### config.mk
export PLATFORM = sky130hd
export DESIGN_NAME = dol_default_value_filler
export DESIGN_NICKNAME = d
export VERILOG_FILES = /design/src/hw/rtl/dvf_pkg.sv /design/src/hw/rtl/dvf_ram.sv /design/src/hw/rtl/dol_default_value_filler.sv
export VERILOG_INCLUDE_DIRS = /design/src /design/src/hw/rtl
export SDC_FILE = /design/constraint.sdc
export NUM_CORES = 1
export LEC_CHECK = 0
export BUFFER_PORTS_ARGS = -buffer_cell sky130_fd_sc_hd__buf_2
export CORE_ASPECT_RATIO = 2
export CORE_MARGIN = 2
export CORE_UTILIZATION = 55
export CTS_BUF_LIST = sky130_fd_sc_hd__clkbuf_2
export CTS_CLUSTER_DIAMETER = 40
export DETAILED_ROUTE_END_ITERATION = 16
export PLACE_DENSITY = 0.72
export REMOVE_ABC_BUFFERS = 1
export SKIP_LAST_GASP = 1
export SYNTH_ARGS = -nofsm -noshare
export SYNTH_HDL_FRONTEND = slang
export SYNTH_SLANG_ARGS = --single-unit
### constraint.sdc
create_clock -name clk -period 4.7 [get_ports clk]
set_clock_uncertainty 0.2 [all_clocks]
set_input_delay 0.47 -clock clk [delete_from_list [all_inputs] [get_ports clk]]
set_output_delay 0.47 -clock clk [all_outputs]
set_load 0.02 [all_outputs]
### src/hw/rtl/dol_default_value_filler_macros.svh
// Assertion helpers for the DOL filler.
`ifndef DOL_DEFAULT_VALUE_FILLER_MACROS_SVH
`define DOL_DEFAULT_VALUE_FILLER_MACROS_SVH

// Same-cycle implication, disabled in reset.
`define DVF_ASSERT_NOW(label, clk, rst, ante, cons, msg) \
  label: assert property (@(posedge clk) disable iff (rst) (ante) |-> (cons)) \
    else $error(msg);

// Next-cycle implication, disabled in reset.
`define DVF_ASSERT_NEXT(label, clk, rst, ante, cons, msg) \
  label: assert property (@(posedge clk) disable iff (rst) (ante) |=> (cons)) \
    else $error(msg);

`endif

### src/hw/rtl/dvf_pkg.sv
package dvf_pkg;

  localparam int ENTRY_BYTES      = 20;
  localparam int BYTES_PER_RESULT = 8;
  localparam int MAX_RESULTS      = 32;
  localparam int ROM_ENTRIES      = 13;
  localparam int ROM_STORED       = 20;
  localparam logic [3:0] UNKNOWN_ENTRY = 4'd13;

  localparam logic [15:0] ROM_TAG [ROM_ENTRIES] = '{
    16'h9F59, 16'h9F5A, 16'h9F58, 16'h9F66, 16'h9F02, 16'h9F03, 16'h9F1A,
    16'h5F2A, 16'h0095, 16'h009A, 16'h009C, 16'h0098, 16'h9F37
  };

  // One result word in flight toward the output.
  typedef struct packed {
    logic [63:0] fill;
    logic [3:0]  count;
    logic        known;
    logic        last;
  } out_word_t;

  function automatic logic is_short_tag(input logic [7:0] b);
    return (b == 8'h95) || (b == 8'h9A) || (b == 8'h9C) || (b == 8'h98);
  endfunction

  // First matching entry, else unknown.
  function automatic logic [3:0] match_tag(input logic [15:0] tag);
    logic [3:0] hit;
    hit = UNKNOWN_ENTRY;
    for (int j = ROM_ENTRIES - 1; j >= 0; j--) begin
      if (ROM_TAG[j] == tag) hit = 4'(j);
    end
    return hit;
  endfunction

  // Terminal value bytes; anything not listed is zero.
  function automatic logic [7:0] rom_byte(input logic [3:0] entry, input int idx);
    logic [7:0] b;
    b = 8'h00;
    if (idx < ROM_STORED) begin
      case (entry)
        4'd0: begin
          if (idx == 0) b = 8'hC8;
          if (idx == 1) b = 8'h80;
        end
        4'd2: begin
          if (idx == 0) b = 8'h01;
        end
        4'd3: begin
          if (idx == 0) b = 8'h79;
          if (idx == 2) b = 8'h40;
          if (idx == 3) b = 8'h80;
        end
        4'd4: begin
          if (idx == 3) b = 8'h10;
        end
        4'd6, 4'd7: begin
          if (idx == 0) b = 8'h01;
          if (idx == 1) b = 8'h24;
        end
        4'd9: begin
          if (idx == 0) b = 8'h19;
          if (idx == 1) b = 8'h01;
          if (idx == 2) b = 8'h01;
        end
        4'd12: begin
          if (idx == 0) b = 8'h82;
          if (idx == 1) b = 8'h3D;
          if (idx == 2) b = 8'hDE;
          if (idx == 3) b = 8'h7A;
        end
        default: b = 8'h00;
      endcase
    end
    return b;
  endfunction

  // One table row: bpr bytes of an entry, earliest byte in the top used byte.
  function automatic logic [63:0] rom_row(input logic [3:0] entry, input int chunk,
                                          input int bpr, input int entry_bytes);
    logic [63:0] row;
    int          idx;
    row = '0;
    for (int i = 0; i < 8; i++) begin
      if (i < bpr) begin
        idx = chunk * bpr + i;
        row = {row[55:0], (idx < entry_bytes) ? rom_byte(entry, idx) : 8'h00};
      end
    end
    return row;
  endfunction

endpackage

### src/hw/rtl/dvf_ram.sv
module dvf_ram #(
  parameter int WIDTH = 64,
  parameter int DEPTH = 39,
  localparam int AW = (DEPTH > 1) ? $clog2(DEPTH) : 1
) (
  input  logic             clk,
  input  logic             we,
  input  logic [AW-1:0]    waddr,
  input  logic [WIDTH-1:0] wdata,
  input  logic [AW-1:0]    raddr,
  output logic [WIDTH-1:0] rdata
);

  logic [WIDTH-1:0] mem [DEPTH];

  always_ff @(posedge clk) begin
    if (we) mem[waddr] <= wdata;
    rdata <= mem[raddr];
  end

endmodule

### src/hw/rtl/dol_default_value_filler.sv
// Channel   | Dir | tdata                                  | tuser          | tlast
// s_axis    | in  | [7:0] list_byte                        | first_of_list  | -
// m_axis    | out | [63:0] fill_bytes, [67:64] byte_count  | tag_known      | last_of_run
//
// Tag bytes are taken one word per cycle while no table load or run is active.
// A nonzero length byte starts a run: one result word per cycle while the
// queue has room, input held off until the last read of the run has issued.
// Each result is one read of the value table RAM; that port sets the rate.
// After rst the table is loaded one row per cycle, ROM_ENTRIES * ceil(
// ENTRY_BYTES / BYTES_PER_RESULT) rows (39 at defaults), input held off.
// Output stalls back up into a 2-word queue; reads only issue with room.
`include "dol_default_value_filler_macros.svh"

module dol_default_value_filler #(
  parameter int ENTRY_BYTES      = dvf_pkg::ENTRY_BYTES,
  parameter int BYTES_PER_RESULT = dvf_pkg::BYTES_PER_RESULT
) (
  input  logic        clk,
  input  logic        rst,
  input  logic        s_axis_tvalid,
  output logic        s_axis_tready,
  input  logic [7:0]  s_axis_tdata,   // [7:0] list_byte
  input  logic        s_axis_tuser,   // [0] first_of_list
  output logic        m_axis_tvalid,
  input  logic        m_axis_tready,
  output logic [71:0] m_axis_tdata,   // [63:0] fill_bytes, [67:64] byte_count, rest 0
  output logic        m_axis_tuser,   // [0] tag_known
  output logic        m_axis_tlast
);

  localparam int BPR    = BYTES_PER_RESULT;
  localparam int W      = BPR * 8;
  localparam int CHUNKS = (ENTRY_BYTES + BPR - 1) / BPR;
  localparam int ROWS   = dvf_pkg::ROM_ENTRIES * CHUNKS;
  localparam int AW     = (ROWS > 1) ? $clog2(ROWS) : 1;
  localparam int CKW    = $clog2(CHUNKS + 1);
  localparam int KW     = $clog2(dvf_pkg::MAX_RESULTS);
  localparam int CMPW   = (KW > CKW) ? KW + 1 : CKW + 1;

  typedef enum logic [1:0] {PH_TAG0, PH_TAG1, PH_LEN} phase_t;

  // ---------------- table load after reset ----------------
  logic           init_busy;
  logic [3:0]     ld_entry;
  logic [CKW-1:0] ld_chunk;
  logic [AW-1:0]  ld_addr;
  logic [W-1:0]   ld_row;

  assign ld_row = W'(dvf_pkg::rom_row(ld_entry, int'(ld_chunk), BPR, ENTRY_BYTES));

  always_ff @(posedge clk) begin
    if (rst) begin
      init_busy <= 1'b1;
      ld_entry  <= '0;
      ld_chunk  <= '0;
      ld_addr   <= '0;
    end else if (init_busy) begin
      ld_addr <= ld_addr + AW'(1);
      if (ld_chunk == CKW'(CHUNKS - 1)) begin
        ld_chunk <= '0;
        ld_entry <= ld_entry + 4'd1;
        if (ld_entry == 4'(dvf_pkg::ROM_ENTRIES - 1)) init_busy <= 1'b0;
      end else begin
        ld_chunk <= ld_chunk + CKW'(1);
      end
    end
  end

  // ---------------- parse ----------------
  phase_t      phase;
  logic [7:0]  held_tag;
  logic [3:0]  entry;
  logic        run_active;
  logic        in_acc;
  logic [7:0]  b;
  logic        first;

  // run state
  logic [7:0]     rem;
  logic [KW-1:0]  k;
  logic [AW-1:0]  base;
  logic           run_known;

  assign s_axis_tready = !init_busy && !run_active;
  assign in_acc = s_axis_tvalid && s_axis_tready;
  assign b      = s_axis_tdata;
  assign first  = s_axis_tuser;

  // issue side
  logic        issue;
  logic [3:0]  iss_cnt;
  logic        iss_last;
  logic        iss_zero;
  logic [AW-1:0] raddr;

  always_ff @(posedge clk) begin
    if (rst) begin
      phase      <= PH_TAG0;
      held_tag   <= '0;
      entry      <= '0;
      run_active <= 1'b0;
    end else begin
      if (in_acc) begin
        case (first ? PH_TAG0 : phase)
          PH_TAG1: begin
            entry <= dvf_pkg::match_tag({held_tag, b});
            phase <= PH_LEN;
          end
          PH_LEN: begin
            phase <= PH_TAG0;
            if (b != 8'd0) begin
              run_active <= 1'b1;
              rem        <= b;
              k          <= '0;
              run_known  <= (entry < dvf_pkg::UNKNOWN_ENTRY);
              base       <= (entry < dvf_pkg::UNKNOWN_ENTRY) ?
                            AW'(int'(entry) * CHUNKS) : '0;
            end
          end
          default: begin
            // expecting a first tag byte (also the unused phase code)
            if (dvf_pkg::is_short_tag(b)) begin
              entry <= dvf_pkg::match_tag({8'h00, b});
              phase <= PH_LEN;
            end else begin
              held_tag <= b;
              phase    <= PH_TAG1;
            end
          end
        endcase
      end
      if (issue) begin
        rem <= rem - 8'(iss_cnt);
        k   <= k + KW'(1);
        if (iss_last) run_active <= 1'b0;
      end
    end
  end

  assign iss_cnt  = (rem < 8'(BPR)) ? rem[3:0] : 4'(BPR);
  assign iss_last = (rem <= 8'(BPR)) || (k == KW'(dvf_pkg::MAX_RESULTS - 1));
  assign iss_zero = !run_known || (CMPW'(k) >= CMPW'(CHUNKS));
  assign raddr    = iss_zero ? '0 : base + AW'(k);

  // ---------------- table RAM ----------------
  logic [W-1:0]  rdata;
  logic [AW-1:0] ram_raddr;

  assign ram_raddr = raddr;

  dvf_ram #(.WIDTH(W), .DEPTH(ROWS)) u_ram (
    .clk   (clk),
    .we    (init_busy),
    .waddr (ld_addr),
    .wdata (ld_row),
    .raddr (ram_raddr),
    .rdata (rdata)
  );

  // read stage: metadata alongside the RAM read
  logic       rd_valid;
  logic [3:0] rd_cnt;
  logic       rd_known;
  logic       rd_last;
  logic       rd_zero;

  always_ff @(posedge clk) begin
    if (rst) begin
      rd_valid <= 1'b0;
    end else begin
      rd_valid <= issue;
    end
  end

  always_ff @(posedge clk) begin
    if (issue) begin
      rd_cnt   <= iss_cnt;
      rd_known <= run_known;
      rd_last  <= iss_last;
      rd_zero  <= iss_zero;
    end
  end

  // right-align the row to the valid byte count
  logic [3:0]        sh_bytes;
  logic [5:0]        sh_bits;
  dvf_pkg::out_word_t push_word;

  assign sh_bytes = 4'(BPR) - rd_cnt;
  assign sh_bits  = {sh_bytes[2:0], 3'b000};
  assign push_word.fill  = rd_zero ? 64'd0 : (64'(rdata) >> sh_bits);
  assign push_word.count = rd_cnt;
  assign push_word.known = rd_known;
  assign push_word.last  = rd_last;

  // ---------------- output queue, 2 words ----------------
  dvf_pkg::out_word_t q_mem [2];
  logic       q_head;
  logic       q_tail;
  logic [1:0] q_cnt;
  logic       pop;
  logic [1:0] pend;

  assign pop  = m_axis_tvalid && m_axis_tready;
  assign pend = q_cnt + 2'(rd_valid) - 2'(pop);
  assign issue = run_active && (pend < 2'd2);

  always_ff @(posedge clk) begin
    if (rst) begin
      q_head <= 1'b0;
      q_tail <= 1'b0;
      q_cnt  <= '0;
    end else begin
      if (rd_valid) q_tail <= ~q_tail;
      if (pop) q_head <= ~q_head;
      q_cnt <= q_cnt + 2'(rd_valid) - 2'(pop);
    end
  end

  always_ff @(posedge clk) begin
    if (rd_valid) q_mem[q_tail] <= push_word;
  end

  dvf_pkg::out_word_t head_word;
  assign head_word     = q_mem[q_head];
  assign m_axis_tvalid = (q_cnt != 2'd0);
  assign m_axis_tdata  = {4'd0, head_word.count, head_word.fill};
  assign m_axis_tuser  = head_word.known;
  assign m_axis_tlast  = head_word.last;

  // ---------------- checks ----------------
  `DVF_ASSERT_NOW(a_q_no_overflow, clk, rst, rd_valid && (q_cnt == 2'd2), pop, "queue overflow")
  `DVF_ASSERT_NOW(a_count_range, clk, rst, m_axis_tvalid, (m_axis_tdata[67:64] != 4'd0) && (m_axis_tdata[67:64] <= 4'(BPR)), "byte count out of range")
  `DVF_ASSERT_NOW(a_unknown_zero, clk, rst, m_axis_tvalid && !m_axis_tuser, m_axis_tdata[63:0] == 64'd0, "unknown tag with nonzero fill")
  `DVF_ASSERT_NEXT(a_run_ends_last, clk, rst, issue && iss_last, !run_active, "run kept going after its last word")

endmodule

Yosys cells after proc, flatten, opt, wreduce, memory -nomap -nowiden

Memories as Yosys holds them, arrays and structs flattened. A register that Yosys moved wholly into a read port is not among the register bits.
Cells that the tools add are included.
Widths: inputs -> output; s select.

Shifts and indexed selects: 1
Eq/ne operators: 53
Multipliers: 1
Multiplexer cells: 174
Reductions and logical operators: 35
Bitwise gates (word level): 6
$lt $le $gt $ge: 13
$add $sub $neg: 16

Operators by type and width:

| kind                 | count |
|---|---|
| $mux 8               | 91 |
| $pmux 8 s7           | 7 |
| $logic_not 32->1     | 8 |
| $eq 16x16->1 const A | 8 |
| $mux 5               | 19 |
| $eq 6x2->1 const B   | 14 |
| $mux 4               | 17 |
| $eq 8x16->1 const A  | 4 |
| $mux 64              | 1 |
| $shr 64x6->64        | 1 |
| $mux 7               | 8 |
| $eq 6x1->1 const B   | 7 |
| $lt 6x5->1 const B   | 7 |
| $pmux 8 s5           | 1 |
| $eq 8x8->1 const A   | 4 |
| $eq 8x8->1 const B   | 4 |
| $add 5x3->6 const B  | 4 |
| $mux 1               | 23 |
| $eq 15x16->1 const A | 1 |
| $add 5x2->6 const B  | 2 |
| $eq 4x3->1 const B   | 3 |
| $reduce_bool 2->1    | 5 |
| $eq 4x2->1 const B   | 2 |
| $eq 4x4->1 const B   | 2 |
| 36 further kinds     | 56 |

Output and inout bits: 76
Memories: 2
Memory bits (writable): 2,636
Input port bits: 13
Flip-flop bits (word level): 60

Memories:

| name      | depth | width | read ports | clocked after Yosys merged registers in | wr ports | line                            | RTL |
|---|---|---|---|---|---|---|---|
| u_ram.mem | 39    | 64    | 1          | 1                                       | 1        | dvf_ram.sv:14                   | `logic [WIDTH-1:0] mem [DEPTH];` |
| q_mem     | 2     | 70    | 1          | 1                                       | 1        | dol_default_value_filler.sv:197 | `dvf_pkg::out_word_t q_mem [2];` |

Depth between registers and ports, before layout

Depth after elaboration: 15
Gate-level depth with buffers: 11
Mapped depth without buffers: 11

By module

From an unflattened synthesis, not the netlist that was laid out.

Cell total of the unflattened synthesis: 5,178
Area, all modules: 106,223.1 um2

By module, submodules not included:

| module                   | area each (um2) | cells an instance | instances |
|---|---|---|---|
| dvf_ram                  | 95,944.5        | 4,300             | 1 |
| dol_default_value_filler | 10,278.6        | 878               | 1 |

Worst setup path before layout

OpenSTA, ideal clock, no wires.

Kind: reg-to-reg
Start: register rd_valid
End: memory q_mem[0][0] in the netlist's numbering (enable)
Path buffers: 0
Required time: 3.995 ns
Arrival time: 3.439 ns
Cell stages (with the launch flop): 2
Period minus slack after synthesis: 4.143 ns
Slack: 0.557 ns
Library setup time: 0.505 ns
Path through: dfxtp_1 -> nor2b_1

Cells in the longest elaborated chain, start to end: 2

Ends and longest elaborated chain:

| element                      | line                            | RTL |
|---|---|---|
| from (decl)                  | dol_default_value_filler.sv:161 | `logic rd_valid;` |
| from (signal assigned)       | dol_default_value_filler.sv:171 | `rd_valid <= issue;` |
| $mux 1                       | dol_default_value_filler.sv:221 | `if (rd_valid) q_mem[q_tail] <= push_word;` |
| $mux 1 (implied by the code) | dol_default_value_filler.sv:221 |  |
| to (decl)                    | dol_default_value_filler.sv:197 |  |

No other way between the ends.

Worst setup path after layout

Start: register k[0]
End: register u_ram.rdata[53], read port of u_ram.mem

Cells in the longest elaborated chain, start to end: 3
Elaborated cells between the ends (all ways): 4

Ends and longest elaborated chain:

| element                | line                            | RTL |
|---|---|---|
| from (decl)            | dol_default_value_filler.sv:80  | `logic [KW-1:0] k;` |
| from (signal assigned) | dol_default_value_filler.sv:134 | `k <= k + KW'(1);` |
| $ge 5x2->1             | dol_default_value_filler.sv:142 | `assign iss_zero = !run_known \|\| (CMPW'(k) >= CMPW'(CHUNKS));` |
| $logic_or 1x1->1       | dol_default_value_filler.sv:142 |  |
| $mux 6 (*)             | dol_default_value_filler.sv:143 | `assign raddr = iss_zero ? '0 : base + AW'(k);` |
| to (decl)              | dvf_ram.sv:11                   | `output logic [WIDTH-1:0] rdata` |

Every way passes the cells marked *; elsewhere a longest branch is shown, timed or not.
A chain may end at the register's enable or synchronous reset.

==> results.ini <==
[outcome]
status = finished, final reports clean

[worst_setup_path]
cp.arrival_ns = 5.10
r2r_start = k[0]
r2r_end = u_ram.rdata[53]
worst_setup_path_end_kind = flop
ff2ff_setup_slack_ns = 0.41
worstSetupPathType = reg2reg
cp.required_ns = 5.51
r2r_cells = 10
path_max_fanout = 57
critPathLaunchType = flop

[timing]
setup-violations-final = 0
finalHoldViolations = 0
relSlewSlack_pct = 17.2
fmax_ghz = 0.233
worst_pin_slew_ns = 1.24
fin_crit_ns = 4.29
finalCritPeriodShare_pct = 91.3
setup_tns_ns = 0
finalWorstSetupSlack_ns = 0.407
maxSlewViolCount = 0
grt_setup_unrepaired = no

[routing]
ant_nets = 0
routed_via_density = 6.22
first_iter_violations = 2166
firstDrtPassIters = 6
drt-total-wl_mm = 84.4
dr_total_vias = 20843
avgRoutedWirePerCell_um = 25.2
route.detailed.drc = 0

[logic_synthesis]
synth_common_cells = 789 x edfxtp_1, 199 x mux2_2, 146 x nor2_1
synth_top_family_by_area = compound AO/OA/AOI/OAI gates
ys_ff_latch = 839
synth_top_area_cell = edfxtp_1
synthMuxAreaShare_pct = 8.44
synthMostInstantiatedCell = edfxtp_1
synth_top_area_share_pct = 69.6
synth_compound_area_share_pct = 9.42
synthesis.area_um2 = 34000
synth-simple-area-share_pct = 5.70
avgSynthCellArea_um2 = 15.6
ys.flop_type = edfxtp_1
synthAdderAreaFrac_pct = 1.00
async_flop_share_pct = 0
synth_area_leaders = edfxtp_1 70%, mux2_2 6.6%, dfxtp_1 2.9%, o221ai_1 2.1%, mux2i_1 1.9%
synth-xor-area-share_pct = 0.618
seq_area_frac_synth_pct = 72.6
yosysUniqueCellTypes = 64
yosysWarnings = 0
syn_inst = 2179
synth_edf_count = 789

[placement]
globalplace.congestion = 0.938
dpl.hpwl_mm = 51.2
dp_slack_ns = 0.551
numPortBuffers = 83

[worst_hold_path]
worstHoldPathType = in2reg
hold_end = entry[2]
min_path_cells = 6
min_from = s_axis_tdata[0]

[die]
fp.dieArea_um2 = 64000
rows = 129
io_pins = 89
die_h_um = 356
initial_utilization_pct = 55.3
core-area_um2 = 61500
die_x_um = 180

[power_and_ir_drop]
p_int_mw = 10.1
p_switching_mw = 3.16
p_leak_nw = 12.6
powerDensity_nw_per_um2 = 353
irDropWorstVdd_uv = 292
sw_frac_of_total_pct = 23.8
p_seq_share_pct = 62.4
clkPwrFrac_pct = 32.9
p_comb_share_pct = 4.7

[finish]
area_growth_syn_to_layout_pct = 10.6
drive_gt1_share_pct = 26.6
layout.nets = 2460

[global_route]
grt_pass1_vias = 20604
overflow = 0
grt_pass1_wl_mm = 125
antenna_found_initial = 2
grt_use_total_pct = 26.0
grt_max_degree = 137

[clock_network]
cts-resized-gates = 0
clk_pin_slew_worst_paths_ns = 0.11
cts_root_buf = clkbuf_2
hold_buffers = 29
numCtsBuffers = 176
clk-insertion-delay-late_ns = 1.28
clock-sinks = 839
post_cts_buffers = 0
cts_tree = built
cts.htree.levels = 4
cts.path.max_buffers = 3

[flow_run]
max_cap_viol_count = 0

[layout make-up]
class,count,area [um2]
fillers,4625,23900
flip-flops and latches,839,24700
well taps,786,983
clock buffers,258,1290
diodes,1,2.50
clock inverters,61,357
repair buffers,201,1470
inverters,33,124
multi-input cells,1170,8720
[cell families (layout without fill, tap and decap cells)]
kind of cell / count (synthesis) / after routing
AOI/OAI and AO/OA: 432 / 432
xor gates and xnor gates: 24 / 24
adders and majority gates: 26 / 26
buffers and inverters: 174 / 553
DFF: 839 / 839
muxes: 262 / 262
other: 2 / 7
and+or+nand+nor: 420 / 420
[layer usage]
| metal | up-vias | global-route usage (%) | share of wire (%) |
|---|---|---|---|
| met1 | 10262 | 32.2 | 37 |
| met2 | 1122 | 43.2 | 49 |
| met5 | - | 0 | 0.014 |
| met4 | 2 | 14.6 | 5.3 |
| met3 | 257 | 5.05 | 8.0 |
| li1 | 9200 | - | - |
[placed cells by master (no fill, tap or decap), types with 32 or more instances in the layout]
cell,count
clkinv_1,42
nor2_1,138
mux2_2,199
a21oi_1,39
a32oi_1,64
buf_4,81
buf_2,83
edfxtp_1,789
a31oi_1,73
clkbuf_2,258
nand2_1,131
inv_1,32
dfxtp_1,49
mux2i_1,63
o21ai_0,51
o22a_1,64
o221ai_1,80
[how the worst max path moves through the flow]
stage,from,end,slack (ns),cells past startpoint
2_1_floorplan,k[0],u_ram.rdata[36],-4.10,7
3_3_place_gp,k[0],u_ram.rdata[53],0.61,9
3_5_place_dp,k[0],u_ram.rdata[53],0.55,9
4_1_cts,k[0],u_ram.rdata[53],0.50,9
5_1_grt,k[0],u_ram.rdata[53],0.32,10
6_report,k[0],u_ram.rdata[53],0.41,10
[through the flow]
stage               hold slack, ns  power (mW)  area [um2]  utilization, %  cells
finish                       0.138        13.3       37600            61.2   3349
global placement             0.224        9.06       35700            58.1   3000
global route                 0.130        13.8       37600            61.2   3349
floorplan                    0.221        8.81       33400               -   2042
CTS                       0.000693        13.4       37600            61.2   3348
detailed placement           0.236        9.07       35700            58.1   3000
[worst max-delay path: stages (launching register included)]
cell and delay (ns):
edfxtp_1 0.52, ha_4 0.22, fa_1 0.40, xor2_1 0.39, a32oi_4 0.15, buf_4 0.22, buf_12 0.18, a32oi_1 0.51
a31oi_1 0.15, nor4_1 0.90, mux2i_1 0.16
[power groups by stage]
stage          registers (mW)  clock network (mW)  logic [mW]
2_1_floorplan            8.45                   0       0.352
5_1_grt                  8.30                4.78       0.667
3_3_place_gp             8.46                   0       0.601
3_5_place_dp             8.47                   0       0.607
6_report                 8.30                4.37       0.624
4_1_cts                  8.30                4.46       0.624
[flip-flops by register name (all words and copies together), names as in the netlist, named ones only]
| register | flops |
|---|---|
| rd_known | 1 |
| ld_chunk | 2 |
| rd_valid | 1 |
| q_mem | 138 |
| rd_cnt | 4 |
| ld_addr | 6 |
| q_head | 1 |
| k | 5 |
| base | 6 |
| u_ram.mem | 624 |
| run_active | 1 |
| rd_last | 1 |
| ld_entry | 4 |
| run_known | 1 |
| phase | 2 |
| rd_zero | 1 |
| init_busy | 1 |
| held_tag | 8 |
| u_ram.rdata | 16 |
| q_cnt | 2 |
| q_tail | 1 |
| rem | 8 |
| entry | 4 |
(Power assumes the default switching activity.)
